$ cat config.mk
export PLATFORM = sky130hd
export DESIGN_NAME = scale_pitch_quantizer_core
export DESIGN_NICKNAME = d
export VERILOG_FILES = /design/src/sv/spq_pkg.sv /design/src/sv/scale_pitch_quantizer_core.sv /design/src/sv/spq_ram.sv /design/src/sv/spq_ctrl.sv /design/src/sv/spq_datapath.sv
export SDC_FILE = /design/constraint.sdc
export NUM_CORES = 1
export LEC_CHECK = 0
export BUFFER_PORTS_ARGS = -buffer_cell sky130_fd_sc_hd__buf_2
export CAP_MARGIN = 40
export CORE_ASPECT_RATIO = 1.25
export CORE_MARGIN = 2
export CORE_UTILIZATION = 40
export CTS_CLUSTER_SIZE = 12
export DETAILED_ROUTE_END_ITERATION = 6
export SETUP_SLACK_MARGIN = 0.2
export SLEW_MARGIN = 0
export SYNTH_ARGS = -nofsm -noshare
export SYNTH_HDL_FRONTEND = slang
export SYNTH_HIERARCHICAL = 1
export SYNTH_SLANG_ARGS = --single-unit
$ cat constraint.sdc
create_clock -name clk -period 12.8 [get_ports clk]
set_input_delay 1.28 -clock clk [delete_from_list [all_inputs] [get_ports clk]]
set_output_delay 1.28 -clock clk [all_outputs]
set_load 0.01 [all_outputs]
$ cat src/sv/spq_pkg.sv
`timescale 1ns / 1ps
`default_nettype none
// ----------------------------------------------------------------------------
// spq_pkg
// Shared types, constants and octave arithmetic for the scale pitch quantizer.
// ----------------------------------------------------------------------------
package spq_pkg;

  // Q8.8 pitch and Q4.8 octave-reduced widths
  localparam int PITCH_W  = 16;
  localparam int DEG_W    = 12;
  localparam int DIFF_W   = DEG_W + 1;
  localparam int CFG_IDX_W = 2;

  // One octave in Q8.8 and the "no degree yet" distance
  localparam logic [DEG_W-1:0] OCTAVE_Q8 = 12'd3072;

  // Configuration register indexes
  localparam logic [CFG_IDX_W-1:0] REG_PITCH_OFFSET = 2'd0;
  localparam logic [CFG_IDX_W-1:0] REG_TOLERANCE    = 2'd1;

  // Command codes
  localparam logic CMD_LOAD  = 1'b0;
  localparam logic CMD_QUERY = 1'b1;

  typedef enum logic [2:0] {
    ST_IDLE,
    ST_LOAD,
    ST_PRIME,
    ST_SCAN,
    ST_DONE
  } state_t;

  // Controller to datapath
  typedef struct packed {
    logic capture;    // latch the incoming beat
    logic load_wr;    // append the latched degree
    logic scan_init;  // start the table walk at entry 0
    logic scan_step;  // compare one entry, fetch the next
    logic finish;     // form and register the result
  } ctrl_cmd_t;

  // Datapath to controller
  typedef struct packed {
    logic count_zero;
    logic last;       // entry under compare is the last valid one
  } dp_status_t;

  // 7-bit value mod 3: sum base-4 digits, fold once more, one subtract
  function automatic logic [1:0] mod3_7b(input logic [6:0] v);
    logic [3:0] s;
    logic [2:0] t;
    s = {2'b00, v[1:0]} + {2'b00, v[3:2]} + {2'b00, v[5:4]} + {3'b000, v[6]};
    t = {1'b0, s[1:0]} + {1'b0, s[3:2]};
    if (t >= 3'd3) begin
      t = t - 3'd3;
    end
    return t[1:0];
  endfunction

  // x mod 3072 = ((x >> 10) mod 3) * 1024 + (x mod 1024)
  function automatic logic [DEG_W-1:0] mod_octave(input logic [16:0] x);
    return {mod3_7b(x[16:10]), x[9:0]};
  endfunction

endpackage
`default_nettype wire

$ cat src/sv/scale_pitch_quantizer_core.sv
`timescale 1ns / 1ps
`default_nettype none
// ----------------------------------------------------------------------------
// scale_pitch_quantizer_core
// Snaps Q8.8 pitches to the nearest degree of a loaded scale table.
// ----------------------------------------------------------------------------
// Usage:
//   Input beat: start high while busy is low. cmd selects load (append one
//   degree, optionally clearing the table first) or query (snap a pitch).
//   A load gives no result.
//   A query with N loaded degrees is walked one table entry per cycle from
//   the single read port of the degree RAM; busy stays high through the
//   prime, the walk and the finish, and result_valid is high in the cycle
//   busy drops. An empty table skips the walk.
//   The result is held in an output register, so a new beat may be accepted
//   in the same cycle the strobe is up.
//   Results are shown for exactly one cycle; the receiver cannot stall them.
//   Config: cfg_valid with cfg_ready (always high), cfg_index 0 = pitch
//   offset, 1 = tolerance; other indexes are ignored. Write only when idle.
//   Reset (rst, synchronous) empties the table and zeroes both registers.
// ----------------------------------------------------------------------------
module scale_pitch_quantizer_core #(
  parameter int MAX_DEGREES = 32
) (
  input  wire logic                          clk,
  input  wire logic                          rst,
  // command channel
  input  wire logic                          start,
  output logic                               busy,
  input  wire logic                          cmd,
  input  wire logic                          clear_first,
  input  wire logic [spq_pkg::PITCH_W-1:0]   degree_pitch,
  input  wire logic [spq_pkg::PITCH_W-1:0]   query_pitch,
  // config channel
  input  wire logic                          cfg_valid,
  output logic                               cfg_ready,
  input  wire logic [spq_pkg::CFG_IDX_W-1:0] cfg_index,
  input  wire logic [spq_pkg::DEG_W-1:0]     cfg_data,
  // result
  output logic                               result_valid,
  output logic                               matched,
  output logic [spq_pkg::PITCH_W-1:0]        snapped_pitch,
  output logic                               table_empty
);

  import spq_pkg::*;

  ctrl_cmd_t  ctl;
  dp_status_t status;

  // Sequencer
  spq_ctrl u_ctrl (
    .clk    (clk),
    .rst    (rst),
    .start  (start),
    .cmd    (cmd),
    .busy   (busy),
    .status (status),
    .ctl    (ctl)
  );

  // Table and search datapath
  spq_datapath #(
    .MAX_DEGREES (MAX_DEGREES)
  ) u_datapath (
    .clk           (clk),
    .rst           (rst),
    .cfg_valid     (cfg_valid),
    .cfg_ready     (cfg_ready),
    .cfg_index     (cfg_index),
    .cfg_data      (cfg_data),
    .clear_first   (clear_first),
    .degree_pitch  (degree_pitch),
    .query_pitch   (query_pitch),
    .ctl           (ctl),
    .status        (status),
    .result_valid  (result_valid),
    .matched       (matched),
    .snapped_pitch (snapped_pitch),
    .table_empty   (table_empty)
  );

endmodule
`default_nettype wire

$ cat src/sv/spq_ram.sv
`timescale 1ns / 1ps
`default_nettype none
// ----------------------------------------------------------------------------
// spq_ram
// Generic single write port, single read port RAM with registered read data.
// ----------------------------------------------------------------------------
module spq_ram #(
  parameter int WIDTH = 8,
  parameter int DEPTH = 32,
  parameter int AW    = (DEPTH > 1) ? $clog2(DEPTH) : 1
) (
  input  wire logic             clk,
  input  wire logic             we,
  input  wire logic [AW-1:0]    waddr,
  input  wire logic [WIDTH-1:0] wdata,
  input  wire logic [AW-1:0]    raddr,
  output logic      [WIDTH-1:0] rdata
);

  logic [WIDTH-1:0] mem [DEPTH];

  always_ff @(posedge clk) begin
    if (we) begin
      mem[waddr] <= wdata;
    end
    rdata <= mem[raddr];
  end

endmodule
`default_nettype wire

$ cat src/sv/spq_ctrl.sv
`timescale 1ns / 1ps
`default_nettype none
// ----------------------------------------------------------------------------
// spq_ctrl
// Sequencer: accepts a beat, runs a load or a table walk, triggers the result.
// ----------------------------------------------------------------------------
module spq_ctrl (
  input  wire logic               clk,
  input  wire logic               rst,
  input  wire logic               start,
  input  wire logic               cmd,
  output logic                    busy,
  input  wire spq_pkg::dp_status_t status,
  output spq_pkg::ctrl_cmd_t      ctl
);

  import spq_pkg::*;

  state_t state;
  state_t state_next;

  // State register
  always_ff @(posedge clk) begin
    if (rst) begin
      state <= ST_IDLE;
    end else begin
      state <= state_next;
    end
  end

  // Next state and commands
  always_comb begin
    state_next = state;
    ctl        = '0;
    busy       = 1'b1;
    unique case (state)
      ST_IDLE: begin
        busy = 1'b0;
        if (start) begin
          ctl.capture = 1'b1;
          if (cmd == CMD_LOAD) begin
            state_next = ST_LOAD;
          end else if (status.count_zero) begin
            state_next = ST_DONE;
          end else begin
            state_next = ST_PRIME;
          end
        end
      end
      ST_LOAD: begin
        ctl.load_wr = 1'b1;
        state_next  = ST_IDLE;
      end
      ST_PRIME: begin
        ctl.scan_init = 1'b1;
        state_next    = ST_SCAN;
      end
      ST_SCAN: begin
        ctl.scan_step = 1'b1;
        if (status.last) begin
          state_next = ST_DONE;
        end
      end
      ST_DONE: begin
        ctl.finish = 1'b1;
        state_next = ST_IDLE;
      end
      default: begin
        state_next = ST_IDLE;
      end
    endcase
  end

endmodule
`default_nettype wire

$ cat src/sv/spq_datapath.sv
`timescale 1ns / 1ps
`default_nettype none
// ----------------------------------------------------------------------------
// spq_datapath
// Config registers, degree table, nearest-degree search and result register.
// ----------------------------------------------------------------------------
module spq_datapath #(
  parameter int MAX_DEGREES = 32
) (
  input  wire logic                              clk,
  input  wire logic                              rst,
  // config channel
  input  wire logic                              cfg_valid,
  output logic                                   cfg_ready,
  input  wire logic [spq_pkg::CFG_IDX_W-1:0]     cfg_index,
  input  wire logic [spq_pkg::DEG_W-1:0]         cfg_data,
  // input beat fields
  input  wire logic                              clear_first,
  input  wire logic [spq_pkg::PITCH_W-1:0]       degree_pitch,
  input  wire logic [spq_pkg::PITCH_W-1:0]       query_pitch,
  // control
  input  wire spq_pkg::ctrl_cmd_t                ctl,
  output spq_pkg::dp_status_t                    status,
  // result
  output logic                                   result_valid,
  output logic                                   matched,
  output logic [spq_pkg::PITCH_W-1:0]            snapped_pitch,
  output logic                                   table_empty
);

  import spq_pkg::*;

  localparam int CNT_W = $clog2(MAX_DEGREES + 1);
  localparam int AW    = (MAX_DEGREES > 1) ? $clog2(MAX_DEGREES) : 1;
  localparam logic [CNT_W-1:0] MAX_CNT = CNT_W'(MAX_DEGREES);

  logic [DEG_W-1:0]   pitch_offset;
  logic [DEG_W-1:0]   tolerance;
  logic [CNT_W-1:0]   degree_count;
  logic [CNT_W-1:0]   count_base;
  logic               clr;
  logic [PITCH_W-1:0] deg;
  logic [PITCH_W-1:0] qry;
  logic [DEG_W-1:0]   rem;
  logic               empty;
  logic [16:0]        deg_sum;
  logic [DEG_W-1:0]   deg_red;
  logic               wr_en;
  logic [AW-1:0]      rd_idx;
  logic [AW-1:0]      cmp_idx;
  logic [AW-1:0]      raddr;
  logic [DEG_W-1:0]   ram_q;
  logic [DIFF_W-1:0]  diff;
  logic [DIFF_W-1:0]  diff_neg;
  logic [DEG_W-1:0]   absd;
  logic [DIFF_W-1:0]  best;
  logic [DEG_W-1:0]   best_abs;
  logic               hit;
  logic [17:0]        snap_sum;
  logic [PITCH_W-1:0] snap_sat;

  // Config registers, always ready
  assign cfg_ready = 1'b1;

  always_ff @(posedge clk) begin
    if (rst) begin
      pitch_offset <= '0;
      tolerance    <= '0;
    end else if (cfg_valid) begin
      if (cfg_index == REG_PITCH_OFFSET) begin
        pitch_offset <= cfg_data;
      end else if (cfg_index == REG_TOLERANCE) begin
        tolerance <= cfg_data;
      end
    end
  end

  // Beat capture; query pitch reduced to one octave on the way in
  always_ff @(posedge clk) begin
    if (ctl.capture) begin
      clr   <= clear_first;
      deg   <= degree_pitch;
      qry   <= query_pitch;
      rem   <= mod_octave({1'b0, query_pitch});
      empty <= (degree_count == '0);
    end
  end

  // Load: offset, reduce, append unless full
  assign deg_sum    = {1'b0, deg} + {5'b0, pitch_offset};
  assign deg_red    = mod_octave(deg_sum);
  assign count_base = clr ? '0 : degree_count;
  assign wr_en      = ctl.load_wr && (count_base < MAX_CNT);

  always_ff @(posedge clk) begin
    if (rst) begin
      degree_count <= '0;
    end else if (ctl.load_wr) begin
      degree_count <= wr_en ? count_base + CNT_W'(1) : count_base;
    end
  end

  // Degree table
  assign raddr = ctl.scan_step ? rd_idx : '0;

  spq_ram #(
    .WIDTH (DEG_W),
    .DEPTH (MAX_DEGREES),
    .AW    (AW)
  ) u_table (
    .clk   (clk),
    .we    (wr_en),
    .waddr (count_base[AW-1:0]),
    .wdata (deg_red),
    .raddr (raddr),
    .rdata (ram_q)
  );

  // Walk indexes: fetch runs one entry ahead of compare
  always_ff @(posedge clk) begin
    if (ctl.scan_init) begin
      rd_idx  <= AW'(1);
      cmp_idx <= '0;
    end else if (ctl.scan_step) begin
      rd_idx  <= rd_idx + AW'(1);
      cmp_idx <= cmp_idx + AW'(1);
    end
  end

  assign status.count_zero = (degree_count == '0);
  assign status.last       = (CNT_W'(cmp_idx) == degree_count - CNT_W'(1));

  // Signed distance from reduced query to the entry under compare
  assign diff     = {1'b0, ram_q} - {1'b0, rem};
  assign diff_neg = '0 - diff;
  assign absd     = diff[DIFF_W-1] ? diff_neg[DEG_W-1:0] : diff[DEG_W-1:0];

  // Running tolerance hit and nearest degree, first one wins ties
  always_ff @(posedge clk) begin
    if (ctl.scan_init) begin
      hit      <= 1'b0;
      best     <= {1'b0, OCTAVE_Q8};
      best_abs <= OCTAVE_Q8;
    end else if (ctl.scan_step) begin
      if (absd <= tolerance) begin
        hit <= 1'b1;
      end
      if (absd < best_abs) begin
        best     <= diff;
        best_abs <= absd;
      end
    end
  end

  // Snap and saturate to 0..65535
  assign snap_sum = {{5{best[DIFF_W-1]}}, best} + {2'b00, qry};

  always_comb begin
    if (snap_sum[17]) begin
      snap_sat = '0;
    end else if (snap_sum[16]) begin
      snap_sat = '1;
    end else begin
      snap_sat = snap_sum[PITCH_W-1:0];
    end
  end

  // Result register, strobed for one cycle
  always_ff @(posedge clk) begin
    if (rst) begin
      result_valid <= 1'b0;
    end else begin
      result_valid <= ctl.finish;
    end
  end

  always_ff @(posedge clk) begin
    if (ctl.finish) begin
      if (empty) begin
        matched       <= 1'b0;
        snapped_pitch <= qry;
        table_empty   <= 1'b1;
      end else begin
        matched       <= hit;
        snapped_pitch <= snap_sat;
        table_empty   <= 1'b0;
      end
    end
  end

endmodule
`default_nettype wire
==> summary.txt, run 1 <==
Status
  – Status: finished clean

Die
  – Initial Util: around two fifths
  – Core Footprint: 58,090 µm²
  – Site Rows: just under 100
  – Full die area: between 60,000 and 70,000 µm²
  – IO Pins: between 70 and 80
  – Die W: roughly 220 µm
  – Die Y: approximately 270 µm

Cells and area
  – Fraction of layout cells with a size suffix above 1: around an eighth
  – Synthesis-to-finish area growth: 12.84%
  – Multi-input gate area: around 8000 µm²
  – N_diodes: 0
  – Seq. cell area: 14,770 µm²
  – Filler cells: between 5,000 and 6,000
  – Nets@finish: 1,958
  – Commonest non-fill, non-tap cell in the layout: edfxtp_1
  – Commonest non-fill, non-tap cells in the layout: edfxtp_1 (438), mux2i_1 (230), nor2_1 (152)
  – Non-Filler Instances: roughly 2,600

Routing
  – Routed wire length: ~54 mm
  – Antenna viol nets, final: 0
  – DR WL/cell: 20.69 µm
  – TritonRoute pass-1 iters: 5
  – Iteration-0 DRC Markers: 940
  – Vias per cell: ~5.3
  – DR vias: between 10,000 and 15,000
  – DRC Markers: 0

Logic synthesis
  – Post-synth EDFFs: about 440
  – Post-synthesis adder-cell area fraction: 5.024%
  – Ys Warns: 6
  – Synthesis-stage register bit count: around 520
  – Post-Synth XOR/XNOR Area: ~2.1%
  – Compound-Gate Fraction of Synth Area: under 10%
  – Sequential area share after synthesis: roughly 63%
  – FFs w/ async S/R, synth: 0%
  – Largest family of logic cells by synthesized area: multiplexers
  – Post-synthesis mux area share: 9.881%
  – Mapped Cells: around 1,700
  – Ys flop type: edfxtp_1
  – Post-Syn Area: 23,410 µm²
  – Synthesized Nets: 1,845
  – Post-Synth Simple-Gate Area: under 10%
  – Distinct cell type count after synthesis: 76
  – Syn avg cell area: about 14 µm²

CTS
  – Clk Latency, worst-skew pair: roughly 610 ps
  – CTS buffer count: between 50 and 60
  – Clock Sink Count: between 500 and 600
  – Post-CTS Setup Inserts: 0
  – Deepest clock path buffer count: 3
  – Clock Tree Root: clkbuf_16
  – CTS tree: yes
  – Post-CTS Hold Fix Bufs: 0
  – Clk pin slew, worst setup/hold paths: approximately 60 ps
  – Post-cts resize count: 0
  – H-tree Lvls: 2

Critical path
  – CP bufs+invs: 2
  – R2r setup slk: about 7200 ps
  – R2R depth: 21
  – CP top delay family: adder cells
  – Critical Path Max Stage Delay: 490 ps
  – Worst setup path end: u_datapath/u_table/mem[25][11]
  – Crit-path cells: ha_1, inv_1, fa_1, nor2b_1, o21ai_0, a21boi_0, o21ai_0, nand3b_1, a31oi_1, a21oi_1, xor2_1, fa_1, ha_1, fa_1, xnor2_1, ha_1, fa_1, ha_1, nor3_1, o32a_1, buf_8
  – CP Max Fanout: 27
  – Worst reg2reg path endpoint: u_datapath/u_table/mem[25][11]
  – Worst r2r src: u_datapath/deg[0]
  – WP depth: 21
  – Crit path launch: u_datapath/deg[0]
  – Critical-path top delay cell: fa_1
  – CP required: about 13,000 ps
  – Critical Setup Path Class: flip-flop to flip-flop
  – Critical Path End Type: flip-flop
  – Startpoint Class: flip-flop
  – Critical Path AT: 6080 ps

Hold path
  – HP Class: flip-flop to flip-flop
  – Hold-critical path depth: 2

Timing
  – Final hold vios: 0
  – Least-Margin Pin Slew: 1080 ps
  – Final period util: between 40% and 50%
  – # setup viols final: 0
  – Setup TNS: 0 ps
  – Final slew viol count: 0
  – Fmax: 177.0 MHz
  – Layout Skew: 24.23 ps
  – Headroom to the max-slew limit: 27.99%
  – Final worst path period need: around 5600 ps
  – RSZ-0062 raised after global routing: false

Power
  – P per Cell Area: 164.5 nW/µm²
  – P_leak: approximately 9 nW
  – Max VDD drop: 104.9 µV

Flow run
  – Max-Cap Viols: 0

GRT
  – Vias in the first global route: ~14,000
  – First-pass GRT wire length: just over 80 mm
  – Initial antenna violation count: 0
  – Largest net degree at the start of global routing: 150
  – GRT Util Overall: 17.94%
  – Total gr overflow: 0

Placed design
  – Placed insts: about 2,500
  – DPL Wire Length: about 35 mm
  – Gpl congestion: 0.8059
  – Port Buffers: 71
==> registers in the layout (all words and copies together) (netlist names), 2 cells and up <==
| signal | flops |
|---|---|
| u_datapath/pitch_offset | 12 |
| u_datapath/qry | 16 |
| u_datapath/cmp_idx | 5 |
| u_datapath/u_table/mem | 384 |
| u_datapath/degree_count | 6 |
| u_ctrl/state | 3 |
| u_datapath/tolerance | 12 |
| u_datapath/u_table/rdata | 12 |
| u_datapath/rd_idx | 5 |
| u_datapath/rem | 2 |
| u_datapath/best | 13 |
| u_datapath/snapped_pitch | 16 |
| u_datapath/deg | 16 |
| u_datapath/best_abs | 11 |
==> per-stage QoR <==
step	setup slack [ps]	hold slack, ps	total power [mW]	utilization (%)	area, µm²
finish	7151	477.9	4.346	45.47	26420
global route	6659	502.9	4.547	45.47	26420
CTS	7161	480.1	4.394	45.47	26420
detailed placement	7211	469.0	2.950	42.75	24830
global placement	6839	462.1	2.877	42.44	24650
floorplan	6928	429.0	2.632	-	23410
==> synth_stat cells (14+ instances only) <==
master    instances  area share [%]
edfxtp_1        438              56
mux2i_1         230             9.8
nor2_1          154             2.5
dfxtp_1          81             6.9
ha_1             78             4.2
a21oi_1          72             1.5
nand2_1          67             1.1
inv_1            64             1.0
a22oi_1          49             1.6
o21ai_0          38            0.81
nand3_1          35            0.75
xnor2_1          30             1.1
xor2_1           27             1.0
a22o_1           25            0.94
clkbuf_1         25            0.40
nor3_1           23            0.49
nand4_1          20            0.53
buf_2            17            0.36
a31oi_1          15            0.40
nor2b_1          15            0.40
o31ai_1          14            0.45
==> area by class of cell <==
class / instances / share of cell area, %
repair buffers: 130 / 3.377
inverters: 64 / 0.9093
well taps: 757 / 3.585
flip-flops and latches: 519 / 55.93
clock inverters: 12 / 0.6347
multi-input cells: 1051 / 30.21
clock buffers: 72 / 5.361
==> cells by family after synthesis <==
logic type	Yosys count
muxes	231
DFF	519
buffers and inverters	135
xor gates and xnor gates	57
adders and majority gates	88
AOI/OAI and AO/OA	293
and+or+nand+nor	381
other	1
==> worst min path at each step <==
| stage | start | to | slack (ps) |
|---|---|---|---|
| 4_1_cts | u_datapath/best[2] | u_datapath/best[2] | 480 |
| 5_1_grt | u_datapath/best[2] | u_datapath/best[2] | 500 |
| 2_1_floorplan | u_datapath/hit | u_datapath/hit | 430 |
| 3_5_place_dp | u_datapath/best[2] | u_datapath/best[2] | 470 |
| 3_3_place_gp | u_datapath/best_abs[10] | u_datapath/best_abs[10] | 460 |
| 6_report | u_datapath/best[2] | u_datapath/best[2] | 480 |
==> worst register-to-register path: cells and delay by family, from the launching register on <==
| kind | cells | cell delay (ps) |
|---|---|---|
| fa+ha+maj | 8 | 2440 |
| compound gates | 6 | 1570 |
| simple gates | 3 | 380 |
| flops | 1 | 370 |
| xor+xnor | 2 | 370 |
| buf+inv | 2 | 330 |
==> metal layers <==
layer | global-route usage (%) | wire, µm | part of all wire, % | up-vias
met5 | 0 | 0 | 0 | -
met1 | 21.36 | 21330 | 40 | 6875
met2 | 33.34 | 28740 | 53 | 332
met3 | 2.662 | 2685 | 5.0 | 80
li1 | - | - | - | 6629
met4 | 4.822 | 1131 | 2.1 | 0
==> report_power, final <==
| group | internal, mW | leakage, nW | switching (mW) |
|---|---|---|---|
| Sequential | 2.03 | 4.63 | 0.0292 |
| Combinational | 0.311 | 3.61 | 0.545 |
| Clock | 0.810 | 0.767 | 0.624 |
Power figures use the tool's default switching activity.
==> inputs of run 2 (changes only) <==
Clock period 12.8 ns to 4.8 ns, I/O delays scaled along.
==> run 2 against run 1 <==
- the flow now finishes with violations (setup timing)
- global-route usage is 0.93 points higher
- worst hold slack worse by 430 ps
- critical path depth is 2 lower
- combinational power grew to 3.7 times the previous value
- sequential share of layout area is 1.9 points lower
- worst setup slack worse by 7400 ps
- non-clock buffer count is 63 higher
- fmax is 11% higher
- sequential cell count stayed put
- via count is 4.5% higher
- largest power group unchanged
==> summary.txt, run 2 (same netlist as run 1, synthesis figures left out) <==
Timing
  – Final slew viol count: 0
  – Layout Skew: around 24 ps
  – Fmax: 197.3 MHz
  – RSZ-0062 raised after global routing: true
  – Least-Margin Pin Slew: about 850 ps
  – Setup TNS: -16,260 ps
  – Final worst slack: -269.2 ps
  – # setup viols final: 64
  – Final period util: 105.6%
  – Final worst path period need: slightly above 5000 ps
  – Headroom to the max-slew limit: about two fifths
  – Final hold vios: 0

CTS
  – Clock Tree Root: clkbuf_16
  – H-tree Lvls: 2
  – Deepest clock path buffer count: 3
  – Post-CTS Hold Fix Bufs: 0
  – CTS buffer count: 52
  – Clk Latency, worst-skew pair: around 600 ps
  – Clk pin slew, worst setup/hold paths: 60 ps
  – Clock Sink Count: 519
  – CTS tree: yes

Placed design
  – DPL Wire Length: 35.16 mm
  – Port Buffers: slightly above 70
  – Gpl congestion: ~0.82
  – Placed cell areas: 25,030 µm²

Power
  – P_leak: approximately 9.4 nW
  – Max VDD drop: 390.1 µV
  – P per Cell Area: between 400 and 500 nW/µm²

Cells and area
  – Design Area, Final: 27,350 µm²
  – Fraction of layout cells with a size suffix above 1: between 10% and 20%
  – Seq. cell area: 14,780 µm²
  – Nets@finish: slightly above 2,000
  – Filler cells: between 5,000 and 6,000
  – Synthesis-to-finish area growth: 16.81%
  – Reg with most FFs: u_datapath/u_table/mem
  – N_diodes: 0
  – Multi-input gate area: a little over 8000 µm²
  – Commonest non-fill, non-tap cell in the layout: edfxtp_1
  – Commonest non-fill, non-tap cells in the layout: edfxtp_1 (438), mux2i_1 (230), nor2_1 (146)
  – Max FFs per register: about 380

Die
  – Die Y: approximately 270 µm
  – Full die area: approximately 60,000 µm²
  – Site Rows: just under 100
  – Core Footprint: approximately 58,000 µm²
  – Die W: ~220 µm
  – IO Pins: 73
  – Initial Util: approximately two fifths

Hold path
  – Hold-critical path depth: 1
  – HP Class: input pin to flip-flop

Routing
  – DR vias: between 10,000 and 15,000
  – TritonRoute pass-1 iters: 5
  – DRC Markers: 0
  – Routed wire length: roughly 58 mm
  – Vias per cell: roughly 5.4
  – Antenna viol nets, final: 0
  – Iteration-0 DRC Markers: around 1,200
  – DR WL/cell: between 20 and 25 µm

Critical path
  – Critical Path AT: between 5000 and 6000 ps
  – Startpoint Class: flip-flop
  – Critical Path End Type: flip-flop
  – CP Max Fanout: 8
  – CP required: approximately 5100 ps
  – Critical Setup Path Class: flip-flop to flip-flop
  – R2R depth: 19

Status
  – Status: complete, but fails checks
  – Failing checks: setup timing

GRT
  – First-pass GRT wire length: roughly 86 mm
  – Vias in the first global route: ~15,000
  – Largest net degree at the start of global routing: 82
  – GRT Util Overall: between 10% and 20%
  – Initial antenna violation count: 0
  – Total gr overflow: 0

Flow run
  – Max-Cap Viols: 0
[run 2: changes by cell type in the layout (fill, tap and decap cells not counted), sizes merged]
| cell | delta |
|---|---|
| o21ai | +2 |
| o32a | +3 |
| buf | +58 |
| inv | +1 |
| clkinv | +2 |
| bufinv | -1 |
| clkbuf | +1 |
[run 2: worst paths after layout]
| path | slack [ps] | startpoint | to |
|---|---|---|---|
| worst max-delay path | -270 | u_datapath/deg[1] | u_datapath/u_table/mem[1][11] |
| worst min-delay path | 50 | query_pitch[1] | u_datapath/qry[1] |
| worst max register to register | -270 | u_datapath/deg[1] | u_datapath/u_table/mem[1][11] |
| worst min register to register | 470 | u_datapath/best_abs[10] | u_datapath/best_abs[10] |
[run 2: final cells by class]
| type | instances | share of cell area (%) |
|---|---|---|
| clock buffers | 68 | 5.055 |
| inverters | 64 | 0.8784 |
| repair buffers | 193 | 5.989 |
| clock inverters | 14 | 0.3797 |
| flip-flops and latches | 519 | 54.03 |
| multi-input cells | 1056 | 30.21 |
| well taps | 757 | 3.463 |
[run 2: per-stage QoR]
step / power, mW / utilization (%) / setup WS [ps] / std cells / hold WS, ps
after global placement: 7.834 / 42.96 / -274.6 / 2534 / 461.8
after global routing: 12.86 / 47.08 / -509.5 / 2671 / 22.41
after detailed placement: 7.935 / 43.08 / -428.3 / 2538 / 461.1
after CTS: 12.32 / 46.51 / -186.0 / 2660 / 19.73
after floorplan: 7.110 / - / 194.6 / 1705 / 429.0
final: 12.34 / 47.08 / -269.2 / 2671 / 51.49
[run 2: worst max-delay path: stages (launching register included)]
cell and delay [ps]:
edfxtp_1 410, ha_1 310, a21o_1 140, a21oi_2 80
nand2b_1 150, a21boi_1 290, o211ai_1 200, a31oi_1 280
o21ai_0 140, xor2_1 170, fa_1 520, inv_1 70
fa_2 400, xnor2_2 170, ha_2 190, fa_2 470
ha_4 200, buf_8 130, buf_12 130, o32a_4 360
[run 2: power by group]
| part | internal (mW) | switching (mW) | total, mW |
|---|---|---|---|
| registers | 5.40 | 0.0774 | 5.48 |
| clock network | 2.05 | 1.66 | 3.71 |
| logic | 1.32 | 1.83 | 3.15 |
| total | 8.78 | 3.56 | 12.3 |
[run 2: timing repair]
item / in CTS / in global routing
resized for setup: 33 / 35
pin swaps: 17 / 7
cloned: 5 / 6
buffers inserted: 35 / 5
setup endpoints to repair: 64 / 120
[run 2: layer usage]
metal  wire [µm]  GRT usage [%]  part of all wire, %
met1       22730          22.72                   39
met2       30130          33.95                   52
met3        3092          2.917                  5.3
met4        2021          6.658                  3.5
met5           0              0                    0
